[config.mk]
export PLATFORM = sky130hd
export DESIGN_NAME = rpn_cell
export DESIGN_NICKNAME = d
export VERILOG_FILES = /design/src/sv/rpn_pkg.sv /design/src/sv/rpn_cell.sv
export SDC_FILE = /design/constraint.sdc
export NUM_CORES = 1
export LEC_CHECK = 0
export ABC_AREA = 1
export BUFFER_PORTS_ARGS = -buffer_cell sky130_fd_sc_hd__buf_4
export CORE_MARGIN = 2
export CORE_UTILIZATION = 40
export CTS_CLUSTER_DIAMETER = 120
export CTS_CLUSTER_SIZE = 12
export DETAILED_ROUTE_END_ITERATION = 7
export GPL_ROUTABILITY_DRIVEN = 0
export PLACE_DENSITY_LB_ADDON = 0.12
export SLEW_MARGIN = 20
export SYNTH_ARGS = -nofsm -noshare
export SYNTH_HDL_FRONTEND = slang
export SYNTH_SLANG_ARGS = --single-unit
[constraint.sdc]
create_clock -name aclk -period 2 [get_ports aclk]
set_input_delay 0.2 -clock aclk [delete_from_list [all_inputs] [get_ports aclk]]
set_output_delay 0.2 -clock aclk [all_outputs]
set_load 0.005 [all_outputs]
[src/sv/rpn_pkg.sv]
// Shared constants and types for the RPN stack calculator.
package rpn_pkg;

    localparam int DATA_W          = 32;
    localparam int OP_W            = 3;
    localparam int STATUS_W        = 3;
    localparam int COUNT_W         = 7;
    localparam int STACK_DEPTH_DEF = 64;

    localparam logic [OP_W-1:0] OP_PUSH = 3'd0;
    localparam logic [OP_W-1:0] OP_ADD  = 3'd1;
    localparam logic [OP_W-1:0] OP_SUB  = 3'd2;
    localparam logic [OP_W-1:0] OP_MUL  = 3'd3;
    localparam logic [OP_W-1:0] OP_DIV  = 3'd4;

    localparam logic [STATUS_W-1:0] ST_OK      = 3'd0;
    localparam logic [STATUS_W-1:0] ST_UNDER   = 3'd1;
    localparam logic [STATUS_W-1:0] ST_OVER    = 3'd2;
    localparam logic [STATUS_W-1:0] ST_DIVZERO = 3'd3;
    localparam logic [STATUS_W-1:0] ST_BADOP   = 3'd4;

    typedef enum logic [1:0] {
        CELL_HOLD,
        CELL_TAKE_UP,
        CELL_TAKE_DN
    } cell_cmd_t;

    typedef struct packed {
        logic busy;
        logic done;
    } div_stat_t;

endpackage

[src/sv/rpn_cell.sv]
// One stack cell: holds an entry and trades it with its neighbors.
module rpn_cell
    import rpn_pkg::*;
(
    input  logic              aclk,
    input  cell_cmd_t         cmd,
    input  logic [DATA_W-1:0] up_in,
    input  logic [DATA_W-1:0] dn_in,
    output logic [DATA_W-1:0] val
);

    logic [DATA_W-1:0] val_reg;
    logic [DATA_W-1:0] val_next;

    always_comb begin
        case (cmd)
            CELL_TAKE_UP: val_next = up_in;
            CELL_TAKE_DN: val_next = dn_in;
            default:      val_next = val_reg;
        endcase
    end

    always_ff @(posedge aclk) begin
        val_reg <= val_next;
    end

    assign val = val_reg;

endmodule

==> results.md <==
- Crit path launch type: flip-flop
- Initial antenna violation count: 0
- Met2 WL post-DR: ~1700 um
- Slowest stage delay, CP: 0.39 ns
- Max-Cap Viols: 0
- Final ANT Viol Nets: 0
- CP endpoint kind: output port
- Ranking of synthesized cells by instance count: nand2_1 (86), edfxtp_1 (32), nand2_2 (10), buf_6 (3), clkbuf_8 (3)
- CTS tree: done
- Ys async rst share: 0%
- CP Class: reg2out
- Clk Tree Root Cell: clkbuf_8
- Post-CTS setup buffers: 0
- Sequential-to-total area share from yosys stat: between 60% and 70%
- LEAKAGE: roughly 1.1 nW
- Std-Cell Rows: 22
- Die X: between 60 and 70 um
- Dominant cell type by area after synthesis: edfxtp_1
- Hold slack: 0.189 ns
- Area grow syn2layout: 54.9%
- Buf+Inv Stages, Crit Path: 1
- Number of diodes: 0
- Cell Pwr Density: around 740 nW/um^2
- Worst-path cell chain: buf_4
- PortBufs: between 90 and 100
- PnR Total Power: 1.69 mW
- Dpl hpwl: about 2600 um
- Cts repair resizes: 0
- Synth top area share: around two thirds
- Multi-input gate area: 398 sq um
- Met3 WL post-DR: around 320 um
- Max layer used: met4
- Top post-synthesis cells by area: edfxtp_1 (65%), nand2_1 (22%), nand2_2 (4.2%)
- Part of the cycle the worst path needs: 50.9%
- Tmin final: between 1 and 1.5 ns
- CP top delay family: flip-flops
- First-pass GRT wire length: 5090 um
- DR pass1 iterations: 4
- Reg area: roughly 960 sq um
- Die area: 4180 sq um
- Slowest CP cell: edfxtp_1
- Clk slew on worst S/H paths: ~0.060 ns
- Initial core utilization: 40.8%
- Relative slew slack: 83.5%
- CTS Buf Count: 5
- Fmax: 0.982 GHz
- Status: finished clean
- Largest net degree at the start of global routing: 33
- Post-DR wirelength/cell: roughly 11 um
- Mapped Area: around 1500 sq um
- DR vias: 1271
- Met1 WL: approximately 1300 um
- Syn. warnings: 0
- Hold Fails Final Rpt: 0
- Hold Crit Class: in2reg
- Tot GR Track Use: 16.2%
- H-tree Lvls: 2
- Util after Layout: 63.3%
- I/O pin cnt: 99
- Number of synthesized flops with an enable pin: 32
- Final wirelength: roughly 3300 um
- Worst path required time: ~1.8 ns
- Slew @ Worst Pin: about 0.25 ns
- Fillers: approximately 320
- Core area: approximately 3600 sq um
- Synth Instances: about 140
- GRT overflow: 0
- Vias in the first global route: about 1200
- CP Max Fanout: 1
- # clock sinks: 32
- Layout net count: about 310
- Maximum buffer depth of the clock tree: 2
- Largest register FFs: 32
- DR vias/cell: between 4 and 5
- Syn nets: between 200 and 250
- Synth Register Bits: 32
- Maximum VDD drop: roughly 0.53 mV
- CP arrival: 0.82 ns
- Die H: between 60 and 70 um
- Layout cells sized above 1: approximately 50%
- Slew Limit Fails: 0
- Setup TNS: 0 ns
- Synthesized area per cell: 10.6 sq um
- Hold-fix buffers, CTS: 0
- RSZ-0062 raised after global routing: false
- Top_reg_cell synth: edfxtp_1
- Netlist cell types: 9
- Most common cell in the netlist: nand2_1
- Starting DRT DRC Count: 19
- DRC viols: 0
- Final setup violating endpoints: 0
-- cells by family after synthesis --
family / share of synthesized area, %
and+or+nand+nor: 26.2
DFF: 65.3
buffers and inverters: 7.73
adders and majority gates: 0.849
-- metal layers --
layer  global-route usage [%]  vias to the layer above
met5                        0                        -
met4                     4.79                        0
met3                     6.08                        5
met2                     29.0                       58
met1                     17.7                      565
li1                         -                      643
-- layout make-up --
type / count / share of cell area, %
flip-flops and latches: 32 / 42.1
inverters: 3 / 0.823
multi-input cells: 97 / 17.4
clock inverters: 1 / 0.219
well taps: 48 / 2.63
clock buffers: 6 / 3.18
repair buffers: 102 / 33.6
-- power breakdown --
part / internal [mW] / total [mW] / switching (mW)
combinational: 0.221 / 0.365 / 0.143
clock: 0.236 / 0.440 / 0.205
sequential: 0.856 / 0.885 / 0.0285
total: 1.31 / 1.69 / 0.376
-- placed cells by master (no fill, tap or decap) --
| cell type | Yosys | final |
|---|---|---|
| clkbuf_8 | 3 | 5 |
| inv_1 | 2 | 2 |
| ha_1 | 1 | 1 |
| edfxtp_1 | 32 | 32 |
| buf_4 | 0 | 102 |
| clkbuf_1 | 0 | 1 |
| clkinv_2 | 0 | 1 |
| inv_8 | 1 | 1 |
| nand2_2 | 10 | 10 |
| nand2_1 | 86 | 86 |
-- worst min-delay path, cell delays in order --
cell and delay (ns):
buf_4 0.08, nand2_2 0.04, nand2_1 0.04
-- metrics by stage --
| step | setup WS (ns) | cell area (sq um) | cells |
|---|---|---|---|
| finish | 0.982 | 2280 | 289 |
| global route | 0.954 | 2280 | 289 |
| CTS | 0.957 | 2280 | 289 |
| detailed placement | 0.762 | 2200 | 282 |
| global placement | 0.789 | 2200 | 282 |
| floorplan | 0.475 | 1470 | 139 |
-- final timing paths --
kind | cells after the start | end | startpoint
worst max-delay path | 1 | val[1] | val[1]$_DFFE_PP_
worst min-delay path | 3 | val[8]$_DFFE_PP_ | up_in[8]
Note: power is estimated with default switching activity, not from simulation.
