<file path="src/sv/rpn_pkg.sv">
// Shared constants and types for the RPN stack calculator.
package rpn_pkg;

    localparam int DATA_W          = 32;
    localparam int OP_W            = 3;
    localparam int STATUS_W        = 3;
    localparam int COUNT_W         = 7;
    localparam int STACK_DEPTH_DEF = 64;

    localparam logic [OP_W-1:0] OP_PUSH = 3'd0;
    localparam logic [OP_W-1:0] OP_ADD  = 3'd1;
    localparam logic [OP_W-1:0] OP_SUB  = 3'd2;
    localparam logic [OP_W-1:0] OP_MUL  = 3'd3;
    localparam logic [OP_W-1:0] OP_DIV  = 3'd4;

    localparam logic [STATUS_W-1:0] ST_OK      = 3'd0;
    localparam logic [STATUS_W-1:0] ST_UNDER   = 3'd1;
    localparam logic [STATUS_W-1:0] ST_OVER    = 3'd2;
    localparam logic [STATUS_W-1:0] ST_DIVZERO = 3'd3;
    localparam logic [STATUS_W-1:0] ST_BADOP   = 3'd4;

    typedef enum logic [1:0] {
        CELL_HOLD,
        CELL_TAKE_UP,
        CELL_TAKE_DN
    } cell_cmd_t;

    typedef struct packed {
        logic busy;
        logic done;
    } div_stat_t;

endpackage

</file>
<file path="src/sv/rpn_div.sv">
// Iterative signed floor divider, one quotient bit per cycle.
module rpn_div
    import rpn_pkg::*;
(
    input  logic              aclk,
    input  logic              aresetn,
    input  logic              start,
    input  logic [DATA_W-1:0] num,
    input  logic [DATA_W-1:0] den,
    output div_stat_t         stat,
    output logic [DATA_W-1:0] quo
);

    localparam int BIT_W = $clog2(DATA_W);

    typedef enum logic [1:0] {D_IDLE, D_RUN, D_FIX} dstate_t;

    dstate_t           state_reg, state_next;
    logic [BIT_W-1:0]  bit_reg, bit_next;
    logic [DATA_W-1:0] rem_reg, rem_next;
    logic [DATA_W-1:0] q_reg, q_next;
    logic [DATA_W-1:0] den_reg, den_next;
    logic              neg_reg, neg_next;
    logic              done_reg, done_next;
    logic [DATA_W:0]   trial;
    logic [DATA_W:0]   diff;
    logic [DATA_W-1:0] q_neg;

    assign trial = {rem_reg, q_reg[DATA_W-1]};
    assign diff  = trial - {1'b0, den_reg};
    assign q_neg = '0 - q_reg;

    always_comb begin
        state_next = state_reg;
        bit_next   = bit_reg;
        rem_next   = rem_reg;
        q_next     = q_reg;
        den_next   = den_reg;
        neg_next   = neg_reg;
        done_next  = 1'b0;
        unique case (state_reg)
            D_IDLE: begin
                if (start) begin
                    q_next     = num[DATA_W-1] ? ('0 - num) : num;
                    den_next   = den[DATA_W-1] ? ('0 - den) : den;
                    neg_next   = num[DATA_W-1] ^ den[DATA_W-1];
                    rem_next   = '0;
                    bit_next   = BIT_W'(DATA_W - 1);
                    state_next = D_RUN;
                end
            end
            D_RUN: begin
                if (!diff[DATA_W]) begin
                    rem_next = diff[DATA_W-1:0];
                    q_next   = {q_reg[DATA_W-2:0], 1'b1};
                end else begin
                    rem_next = trial[DATA_W-1:0];
                    q_next   = {q_reg[DATA_W-2:0], 1'b0};
                end
                bit_next = bit_reg - 1'b1;
                if (bit_reg == '0) begin
                    state_next = D_FIX;
                end
            end
            D_FIX: begin
                if (neg_reg) begin
                    q_next = (rem_reg != '0) ? (q_neg - 1'b1) : q_neg;
                end
                done_next  = 1'b1;
                state_next = D_IDLE;
            end
            default: state_next = D_IDLE;
        endcase
    end

    always_ff @(posedge aclk) begin
        if (!aresetn) begin
            state_reg <= D_IDLE;
            done_reg  <= 1'b0;
        end else begin
            state_reg <= state_next;
            done_reg  <= done_next;
        end
        bit_reg <= bit_next;
        rem_reg <= rem_next;
        q_reg   <= q_next;
        den_reg <= den_next;
        neg_reg <= neg_next;
    end

    assign stat.busy = (state_reg != D_IDLE);
    assign stat.done = done_reg;
    assign quo       = q_reg;

endmodule

</file>
<file path="config.mk">
export PLATFORM = sky130hd
export DESIGN_NAME = rpn_div
export DESIGN_NICKNAME = d
export VERILOG_FILES = /design/src/sv/rpn_pkg.sv /design/src/sv/rpn_div.sv
export SDC_FILE = /design/constraint.sdc
export NUM_CORES = 1
export LEC_CHECK = 0
export BUFFER_PORTS_ARGS = -buffer_cell sky130_fd_sc_hd__buf_2
export CAP_MARGIN = 20
export CORE_ASPECT_RATIO = 2
export CORE_MARGIN = 4
export CORE_UTILIZATION = 30
export DETAILED_ROUTE_END_ITERATION = 6
export SLEW_MARGIN = 30
export SYNTH_ARGS = -nofsm -noshare
export SYNTH_HDL_FRONTEND = slang
export SYNTH_SLANG_ARGS = --single-unit
export TNS_END_PERCENT = 50
</file>
<file path="constraint.sdc">
create_clock -name aclk -period 9.6 [get_ports aclk]
set_input_delay 1.92 -clock aclk [delete_from_list [all_inputs] [get_ports aclk]]
set_output_delay 1.92 -clock aclk [all_outputs]
set_load 0.05 [all_outputs]
</file>
==> results of run 1 <==
area by class of cell:
class,count,area (um2),share of cell area [%]
clock buffers,9,225,2.25
clock inverters,7,46.3,0.463
inverters,60,225,2.25
multi-input cells,799,5360,53.6
flip-flops and latches,105,3120,31.2
well taps,360,450,4.51
repair buffers,109,568,5.68
critical path, delay by kind of cell:
kind                   cells  cell delay, ps
AO/OA/AOI/OAI              1             230
XOR/XNOR                   1              90
AND/OR/NAND/NOR            7            2440
buffers and inverters      1             120
through the flow:
| step | area (um2) | hold WS (ps) | worst slack (ps) | instances | power, W |
|---|---|---|---|---|---|
| floorplan | 8880 | 490 | 4960 | 1010 | 0.00167 |
| global placement | 9720 | 534 | 4470 | 1433 | 0.00196 |
| detailed placement | 9730 | 547 | 4540 | 1433 | 0.00197 |
| CTS | 10000 | 561 | 4940 | 1449 | 0.00233 |
| global route | 10000 | 585 | 4860 | 1449 | 0.00248 |
| finish | 10000 | 557 | 4940 | 1449 | 0.00232 |
final timing paths:
kind	start	to	slack [ps]	depth (start not counted)
setup / recovery	den[3]	den_reg[29]	4940	10
hold / removal	state_reg[1]	state_reg[1]	560	2
setup reg to reg	quo[31]	rem_reg[8]	5240	14
hold reg to reg	state_reg[1]	state_reg[1]	560	2
power by group through the flow:
stage	clock network (W)	logic [W]	registers, W
after floorplan	0	0.000761	0.000906
after global placement	0	0.00115	0.000813
after detailed placement	0	0.00115	0.000815
after CTS	0.000368	0.00116	0.000806
after global routing	0.000387	0.00127	0.000824
final	0.000358	0.00115	0.000807
synthesized netlist by cell type (all sizes together) (9+ instances only):
cell type  number  area [um2]
inv            60         225
nand2b         13        96.4
nor4           21         171
a22oi          16         120
o31ai          23         178
nor3           19         100
a21oi          89         445
clkbuf         36         136
a21o           15         113
or3            17         106
xnor2          86         772
nor2b           9        56.3
buf            10        53.8
nor2           64         240
o221ai         10        93.8
edfxtp        102        3060
xor2           38         333
o21ai          49         249
or4            15         124
ha             40         500
nand2         130         488
nand3          27         135
routing by layer:
| metal | vias up | wire length (um) | share of wire, % |
|---|---|---|---|
| met5 | - | 0 | 0 |
| met4 | 0 | 1100 | 4.3 |
| met3 | 60 | 647 | 2.5 |
| met2 | 173 | 14800 | 57 |
| met1 | 3716 | 9160 | 36 |
| li1 | 3854 | - | - |
logic make-up (layout without fill, tap and decap cells):
| kind of cell | after synthesis | count (layout) | synth area share [%] |
|---|---|---|---|
| fa+ha+maj | 41 | 41 | 5.86 |
| xor+xnor | 124 | 124 | 12.4 |
| flops | 105 | 105 | 35.2 |
| mux | 6 | 6 | 0.676 |
| simple gates | 360 | 360 | 21.4 |
| buf+inv | 106 | 185 | 4.68 |
| compound gates | 268 | 268 | 19.8 |
cell usage in the layout, fill, tap and decap left out, drive strengths merged, types with 8 or more instances in the layout:
| cell | Yosys | routed |
|---|---|---|
| or3 | 17 | 17 |
| nor2b | 9 | 9 |
| nand2b | 13 | 13 |
| xnor2 | 86 | 86 |
| inv | 60 | 61 |
| o21ai | 49 | 49 |
| a22oi | 16 | 16 |
| nand3 | 27 | 27 |
| buf | 10 | 109 |
| xor2 | 38 | 38 |
| nand2 | 130 | 130 |
| o41ai | 8 | 8 |
| a31oi | 8 | 8 |
| nor2 | 64 | 64 |
| or2 | 8 | 8 |
| or4 | 15 | 15 |
| edfxtp | 102 | 102 |
| a21o | 15 | 15 |
| o31ai | 23 | 23 |
| clkbuf | 36 | 9 |
| nor4 | 21 | 21 |
| ha | 40 | 40 |
| o221ai | 10 | 10 |
| a21oi | 89 | 89 |
| nand4 | 8 | 8 |
| nor3 | 19 | 19 |
==> summary.md, run 1 <==
| Metric | Value |
|---|---|
| Gr usage total | `15.6%` |
| Clock Latency Late Sink | `370 ps` |
| Sw Ratio | `47.1%` |
| Die ar. | `32600 um2` |
| Core area | `29100 um2` |
| CP required | `9720 ps` |
| Combinational share of power | `49.7%` |
| First-pass GRT wire length | `40200 um` |
| WL final | `25700 um` |
| GPL Wtd Cong | `0.846` |
| Die span in y | `251 um` |
| Worst hold path class | `reg2reg` |
| Cell-internal power | `0.00123 W` |
| Total number of vias | `7803` |
| Grt met3 use | `1.70%` |
| Row count | `88` |
| Antenna viol nets, final | `0` |
| RSZ-0062 raised after global routing | `no` |
| WL/cell | `17.7 um` |
| Dominant synthesized flop cell | `edfxtp_1` |
| Final Critical Period | `4660 ps` |
| Grt met1 use | `15.0%` |
| Lkg Pwr | `3.73 nW` |
| Cell mode on critical path | `or3_1` |
| Post-synth EDFFs | `102` |
| Final hold vios | `0` |
| Part of the cycle the worst path needs | `48.6%` |
| Relative slew slack | `49.0%` |
| Mapped Cells | `1010` |
| PwrDens | `232 nW/um2` |
| Worst-Margin Slew | `762 ps` |
| Number of global-route vias before repair | `7834` |
| DRT iter0 DRCs | `295` |
| Antenna diodes | `0` |
| Asr flop ratio synth | `0%` |
| CTS Buf Count | `9` |
| Clk pwr share | `15.5%` |
| Peak supply drop | `0.109 mV` |
| Initial core utilization | `30.6%` |
| CP arrival | `4780 ps` |
| Routed vias/inst | `5.39` |
| Slowest CP cell | `or4_4` |
| Ys Warns | `0` |
| H-tree levels | `3` |
| Gr busiest metal | `met2` |
| Worst setup path class | `in2reg` |
| Worst-path cell chain | `buf_2, or4_1, nor2_1, nand2_1, or3_1, or3_1, or4_4, nand2b_4, o31ai_2, xnor2_1` |
| Hpwl dp | `20000 um` |
| GR met2 Demand/Resource | `31.5%` |
| CP Launch Type | `primary input` |
| Final setup viols | `0` |
| Residual DRC | `0` |
| Seq cells post-synth | `105` |
| Avg Inst Size Synth | `8.80 um2` |
| Post-synthesis cell area | `8880 um2` |
| Post-route core utilization | `34.4%` |
| IO buf count | `100` |
| Sequential power share | `34.8%` |
| Horiz. Die Dim | `130 um` |
| Max_cap viols | `0` |
| Distinct cells, synth | `77` |
| Sw power | `0.00109 W` |
| Initial antenna violation count | `0` |
| Clock sink count | `105` |
| Overflow after GRT | `0` |
| CP endpoint kind | `register` |
| Skew final | `10.7 ps` |
| Reg clk slew, reported paths | `70 ps` |
| CTS resizes | `0` |
| Drt pass-1 iters | `4` |
| Sequential-to-total area share from yosys stat | `35.2%` |
| Max Slew Vio Count | `0` |
| Layout cells sized above 1 | `14.4%` |
| Area growth syn-to-layout | `12.5%` |
| Setup TNS | `0 ps` |
| Cts-stage hold buffer count | `0` |
| Status | `completed` |
| Fillers | `3071` |
| Boundary Pins | `101` |
| Syn Nets | `1118` |
| CTS max path bufs | `2` |
| Fmax achieved | `214 MHz` |
| Setup repair bufs after CTS | `0` |
| Max FO, Critical Path | `4` |
| CTS tree | `yes` |
| CP peak stage delay | `540 ps` |
| # nets final | `1192` |
| Root Buffer | `clkbuf_16` |
| Largest net degree at the start of global routing | `59` |
Power figures use the tool's default switching activity.
==> run 2: changes to the inputs <==
==> constraint.sdc (replaced) <==
create_clock -name aclk -period 4.3 [get_ports aclk]
set_input_delay 0.86 -clock aclk [delete_from_list [all_inputs] [get_ports aclk]]
set_output_delay 0.86 -clock aclk [all_outputs]
set_load 0.05 [all_outputs]
==> run 2 against run 1 <==
  * Via count increased by 0.49%
  * Final area increased by 1.3%
  * Wire length grew 2.7%
  * Clock-buffer cell count unchanged
  * Flip-flop and latch count unchanged
  * Clock skew increased by 4.0 ps
  * Hold slack worse by 17 ps
  * Non-clock buffer count is 13 higher
  * Sequential share of layout area shrank 0.40 points
  * Combinational power rose by 130%
  * Largest power group unchanged
==> summary.md, run 2 (synthesized netlist as in run 1, its figures left out) <==
| Metric | Value |
|---|---|
| Status | `completed` |
| Antenna viol nets, final | `0 (unchanged)` |
| Die span in y | `251 um (unchanged)` |
| Layout cells sized above 1 | `15.4% (+1.0 points)` |
| Initial core utilization | `30.6% (unchanged)` |
| # nets final | `1205 (+1.1%)` |
| Routed vias/inst | `5.36 (-0.41%)` |
| Largest net degree at the start of global routing | `38 (-36%)` |
| Hpwl dp | `20800 um (+4.1%)` |
| Row count | `88 (unchanged)` |
| Setup TNS | `0 ps (unchanged)` |
| GPL Wtd Cong | `0.875 (+3.4%)` |
| PwrDens | `525 nW/um2 (+130%)` |
| Lkg Pwr | `3.80 nW (+2.0%)` |
| Multi-input gate area | `5360 um2 (unchanged)` |
| Final hold slack | `540 ps (-16.6 ps)` |
| Area growth syn-to-layout | `14.0%` |
| RSZ-0062 raised after global routing | `no` |
| Relative slew slack | `51.5% (+2.5 points)` |
| First-pass GRT wire length | `41700 um (+3.9%)` |
| Grt met3 use | `1.96% (+0.26 points)` |
| CP endpoint kind | `register` |
| Final Critical Period | `3950 ps` |
| Number of global-route vias before repair | `8009 (+2.2%)` |
| Die ar. | `32600 um2 (unchanged)` |
| Gr busiest metal | `met2` |
| WL/cell | `18.0 um (+1.7%)` |
| Grt met1 use | `15.7% (+0.71 points)` |
| Residual DRC | `0 (unchanged)` |
| Core area | `29100 um2 (unchanged)` |
| Boundary Pins | `101 (unchanged)` |
| Max FO, Critical Path | `8 (+4)` |
| Cts-stage hold buffer count | `0 (unchanged)` |
| Fmax achieved | `253 MHz` |
| Worst-Margin Slew | `728 ps (-34.8 ps)` |
| Max_cap viols | `0 (unchanged)` |
| Antenna diodes | `0 (unchanged)` |
| Reg clk slew, reported paths | `80 ps (about the same)` |
| CTS tree | `yes` |
| H-tree levels | `3 (unchanged)` |
| CP Launch Type | `register` |
| CP arrival | `4160 ps (-620 ps)` |
| CTS Buf Count | `9 (unchanged)` |
| Horiz. Die Dim | `130 um (unchanged)` |
| Root Buffer | `clkbuf_16` |
| Commonest cells after routing, fill and taps aside | `nand2_1 (130), edfxtp_1 (102), buf_2 (100), a21oi_1 (89), xnor2_1 (85)` |
| CP required | `4510 ps (-5210 ps)` |
| Fillers | `3095 (+0.78%)` |
| Total number of vias | `7841 (+0.49%)` |
| Commonest non-fill, non-tap cell in the layout | `nand2_1` |
| R2R setup slack | `350 ps (-4890 ps)` |
| Peak supply drop | `0.268 mV (+150%)` |
| WL final | `26300 um (+2.7%)` |
| GR met2 Demand/Resource | `32.4% (+0.96 points)` |
| Clock Latency Late Sink | `380 ps (about the same)` |
| Initial antenna violation count | `0 (unchanged)` |
| Max Slew Vio Count | `0 (unchanged)` |
| Worst hold path class | `reg2reg` |
| Final setup viols | `0 (unchanged)` |
| DRT iter0 DRCs | `296 (+0.34%)` |
| IO buf count | `100 (unchanged)` |
| Clock sink count | `105 (unchanged)` |
| Part of the cycle the worst path needs | `91.9%` |
| Drt pass-1 iters | `5 (+1)` |
| Skew final | `14.6 ps (+3.97 ps)` |
| Final hold vios | `0 (unchanged)` |
| Storage cell area | `3120 um2 (unchanged)` |
| Overflow after GRT | `0 (unchanged)` |
| Worst setup path class | `reg2reg` |
| CTS max path bufs | `2 (unchanged)` |
| Gr usage total | `16.3% (+0.66 points)` |
-- run 2: layout make-up --
type	count	area share [%]
multi-input combinational	799	52.9
sequential	105	30.8
timing repair buffer	122	6.57
tap	360	4.45
clock buffer	9	2.22
inverter	60	2.22
clock inverter	7	0.766
-- run 2: worst paths after layout --
check                             startpoint           end  cells past startpoint
worst max-delay path                 quo[31]    rem_reg[8]                     13
worst min-delay path            state_reg[1]  state_reg[1]                      2
worst max register to register       quo[31]    rem_reg[8]                     13
worst min register to register  state_reg[1]  state_reg[1]                      2
-- run 2: worst max-delay path, cell delays in order (launching register included) --
cell and delay [ps]:
edfxtp_1 380, inv_1 80, ha_1 220, fa_1 420
nor2b_1 180, o2111ai_1 150, a21oi_1 320, o211ai_1 230
a21oi_1 260, nor4_2 110, a2111o_1 430, and3_1 280
or4_1 510, a21oi_1 190
-- run 2: what timing repair did --
item                       in CTS  in global routing
setup buffers                   0                  0
gates resized for setup         0                  1
setup endpoints to repair       0                  2
hold endpoints to repair        0                  0
-- run 2: layer usage --
| metal | vias up | part of all wire [%] |
|---|---|---|
| li1 | 3879 | - |
| met1 | 3739 | 35 |
| met2 | 160 | 58 |
| met3 | 63 | 2.5 |
| met4 | 0 | 4.6 |
| met5 | - | 0 |
-- run 2: where the power goes --
group          total (W)  internal [W]  switching (W)  leakage, nW
logic            0.00264      0.000923        0.00172         2.65
clock network   0.000885      0.000457       0.000428        0.142
registers        0.00179       0.00146       0.000333         1.02
-- run 2: metrics by stage --
stage	total power [W]	setup WS, ps	cells	cell area (um2)	util [%]
after floorplan	0.00372	525	1010	8880	-
after global placement	0.00441	332	1446	9820	33.8
after detailed placement	0.00445	337	1446	9820	33.8
after CTS	0.00535	310	1462	10100	34.8
after global routing	0.00567	12.0	1462	10100	34.8
final	0.00531	348	1462	10100	34.8
==> run 3: changes to the inputs <==
==> constraint.sdc (replaced) <==
create_clock -name aclk -period 3.2 [get_ports aclk]
set_input_delay 0.64 -clock aclk [delete_from_list [all_inputs] [get_ports aclk]]
set_output_delay 0.64 -clock aclk [all_outputs]
set_load 0.05 [all_outputs]
==> run 3 against run 2 <==
  * The run now ends with negative setup slack left
  * Final area increased by 20%
  * Wire length increased by 7.9%
  * Clock power increased by 29%
  * Sequential share of layout area decreased by 5.2 points
  * First-iteration DRC count increased by 16%
  * Combinational power increased by 92%
  * Register-to-register slack got worse by 420 ps
  * Critical endpoint is now rem_reg[28]
==> summary.md, run 3 (synthesized netlist as in run 1, its figures left out) <==
| Metric | Value |
|---|---|
| Initial antenna violation count | `1 (+1)` |
| Cts-stage hold buffer count | `0 (unchanged)` |
| Status | `complete, but fails checks` |
| Slowest CP cell | `edfxtp_1` |
| Crit path max-delay family | `compound AO/OA/AOI/OAI gates` |
| Die ar. | `32600 um2 (unchanged)` |
| Reg-to-Reg End | `rem_reg[28]` |
| Core area | `29100 um2 (unchanged)` |
| PwrDens | `697 nW/um2 (+33%)` |
| Boundary Pins | `101 (unchanged)` |
| Die span in y | `251 um (unchanged)` |
| Pre-CTS setup slack | `-476 ps (-813 ps)` |
| Hpwl dp | `22000 um (+5.9%)` |
| CTS tree | `yes` |
| WL final | `28400 um (+7.9%)` |
| RSZ-0062 raised after global routing | `yes` |
| CP Launch Type | `register` |
| GPL Wtd Cong | `0.914 (+4.4%)` |
| Worst setup margin | `-73.9 ps (-422 ps)` |
| Reg2Reg Launch Point | `den_reg[0]` |
| R2R setup slack | `-70 ps (-420 ps)` |
| CP arrival | `3380 ps (-780 ps)` |
| Worst setup path end | `rem_reg[28]` |
| WL/cell | `17.5 um (-3.1%)` |
| Peak supply drop | `0.367 mV (+37%)` |
| Antenna viol nets, final | `0 (unchanged)` |
| Final setup viols | `23 (+23)` |
| Drt pass-1 iters | `4 (-1)` |
| Number of global-route vias before repair | `8749 (+9.2%)` |
| Worst path bufs/invs | `2 (+1)` |
| Gr usage total | `17.1% (+0.84 points)` |
| Reg2Reg Depth | `14 (+1)` |
| Critical path depth | `14 (+1)` |
| CP peak stage delay | `420 ps (-90 ps)` |
| Skew final | `8.63 ps (-6.01 ps)` |
| CP required | `3310 ps (-1200 ps)` |
| Worst-path cell chain | `ha_4, fa_2, nor2b_4, o2111ai_4, a21oi_2, o211ai_1, a21oi_2, nor4_4, a2111o_1, and3_4, buf_6, clkbuf_16, nand2_1, a21oi_1` |
| Max FO, Critical Path | `7 (-1)` |
| Row count | `88 (unchanged)` |
| Violated checks | `negative setup slack` |
| Clock sink count | `105 (unchanged)` |
| Clock Latency Late Sink | `380 ps (about the same)` |
| Max_cap viols | `0 (unchanged)` |
| Commonest cells after routing, fill and taps aside | `buf_4 (173), edfxtp_1 (102), buf_2 (100), nand2_1 (95), xnor2_1 (85)` |
| First-pass GRT wire length | `43800 um (+4.9%)` |
| Residual DRC | `0 (unchanged)` |
| Layout cells sized above 1 | `35.7% (+20 points)` |
| Overflow after GRT | `0 (unchanged)` |
| Worst-Margin Slew | `672 ps (-55.6 ps)` |
| Pwr Total | `0.00848 W (+60%)` |
| Final hold vios | `0 (unchanged)` |
| Final Critical Period | `3270 ps (-678 ps)` |
| Initial core utilization | `30.6% (unchanged)` |
| CTS max path bufs | `2 (unchanged)` |
| H-tree levels | `3 (unchanged)` |
| Critical Path Start | `den_reg[0]` |
| Max Slew Vio Count | `0 (unchanged)` |
| Worst hold path class | `in2reg` |
| Part of the cycle the worst path needs | `102% (+10 points)` |
| # nets final | `1372 (+14%)` |
| Fmax achieved | `305 MHz (+21%)` |
| Final hold slack | `517 ps (-23.6 ps)` |
| Largest net degree at the start of global routing | `57 (+50%)` |
| CP endpoint kind | `register` |
| Root Buffer | `clkbuf_16` |
| DRT iter0 DRCs | `342 (+16%)` |
| Lkg Pwr | `4.86 nW (+28%)` |
| Relative slew slack | `54.6% (+3.1 points)` |
| Reg clk slew, reported paths | `70 ps (about the same)` |
| Placed cell area | `11000 um2 (+12%)` |
| Antenna diodes | `0 (unchanged)` |
| CTS Buf Count | `9 (unchanged)` |
| Area growth syn-to-layout | `36.9%` |
| Design Area, Final | `12200 um2 (+20%)` |
| Commonest non-fill, non-tap cell in the layout | `buf_4` |
| Total number of vias | `8493 (+8.3%)` |
| Cell mode on critical path | `a21oi_2` |
| Routed vias/inst | `5.21 (-2.8%)` |
| IO buf count | `100 (unchanged)` |
| Worst setup path class | `reg2reg` |
| Horiz. Die Dim | `130 um (unchanged)` |
## run 3: worst register-to-register path, cell delays in order, from the launching register on
cell and delay, ps:
edfxtp_1 420, ha_4 190, fa_2 360, nor2b_4 160, o2111ai_4 140, a21oi_2 180
o211ai_1 170, a21oi_2 240, nor4_4 70, a2111o_1 410, and3_4 220, buf_6 140
clkbuf_16 170, nand2_1 80, a21oi_1 60
## run 3: cell type report
class,count,area (um2)
timing repair buffer,289,2060
tap,360,450
sequential,105,3120
clock inverter,6,58.8
clock buffer,10,229
fill,2961,16900
inverter,60,228
multi-input combinational,799,6010
## run 3: how the worst min path moves through the flow
stage | startpoint | endpoint | slack [ps] | cells after the start
after global placement | state_reg[1] | state_reg[1] | 520 | 2
after global routing | aresetn | state_reg[0] | 540 | 3
after CTS | aresetn | state_reg[0] | 500 | 3
after floorplan | state_reg[1] | state_reg[1] | 490 | 2
final | aresetn | state_reg[0] | 520 | 3
after detailed placement | state_reg[1] | state_reg[1] | 540 | 2
## run 3: repair_timing
item                       CTS  global route
cloned                       0             3
resized for setup           25           135
pin swaps                   17            40
setup endpoints to repair   47            59
buffers inserted             8            13
## run 3: per-stage QoR
stage	utilization [%]	cells	TNS, ps
2_1_floorplan	-	1010	-11620
5_1_grt	41.8	1629	-6890
6_report	41.8	1629	-650
4_1_cts	39.3	1613	-99.1
3_5_place_dp	37.7	1589	-9000
3_3_place_gp	37.7	1589	-6630
## run 3: metal layers
metal	vias up	share of wire, %	wire length [um]	GRT usage (%)
met4	2	4.2	1200	7.22
li1	4214	-	-	-
met5	-	0.025	7	0
met3	67	2.9	817	2.21
met2	170	59	16900	35.8
met1	4040	33	9490	15.6
## run 3: where the power goes
group | internal (W) | switching [W]
Sequential | 0.00195 | 0.000305
Clock | 0.000603 | 0.000541
Combinational | 0.00211 | 0.00297
Total | 0.00466 | 0.00382
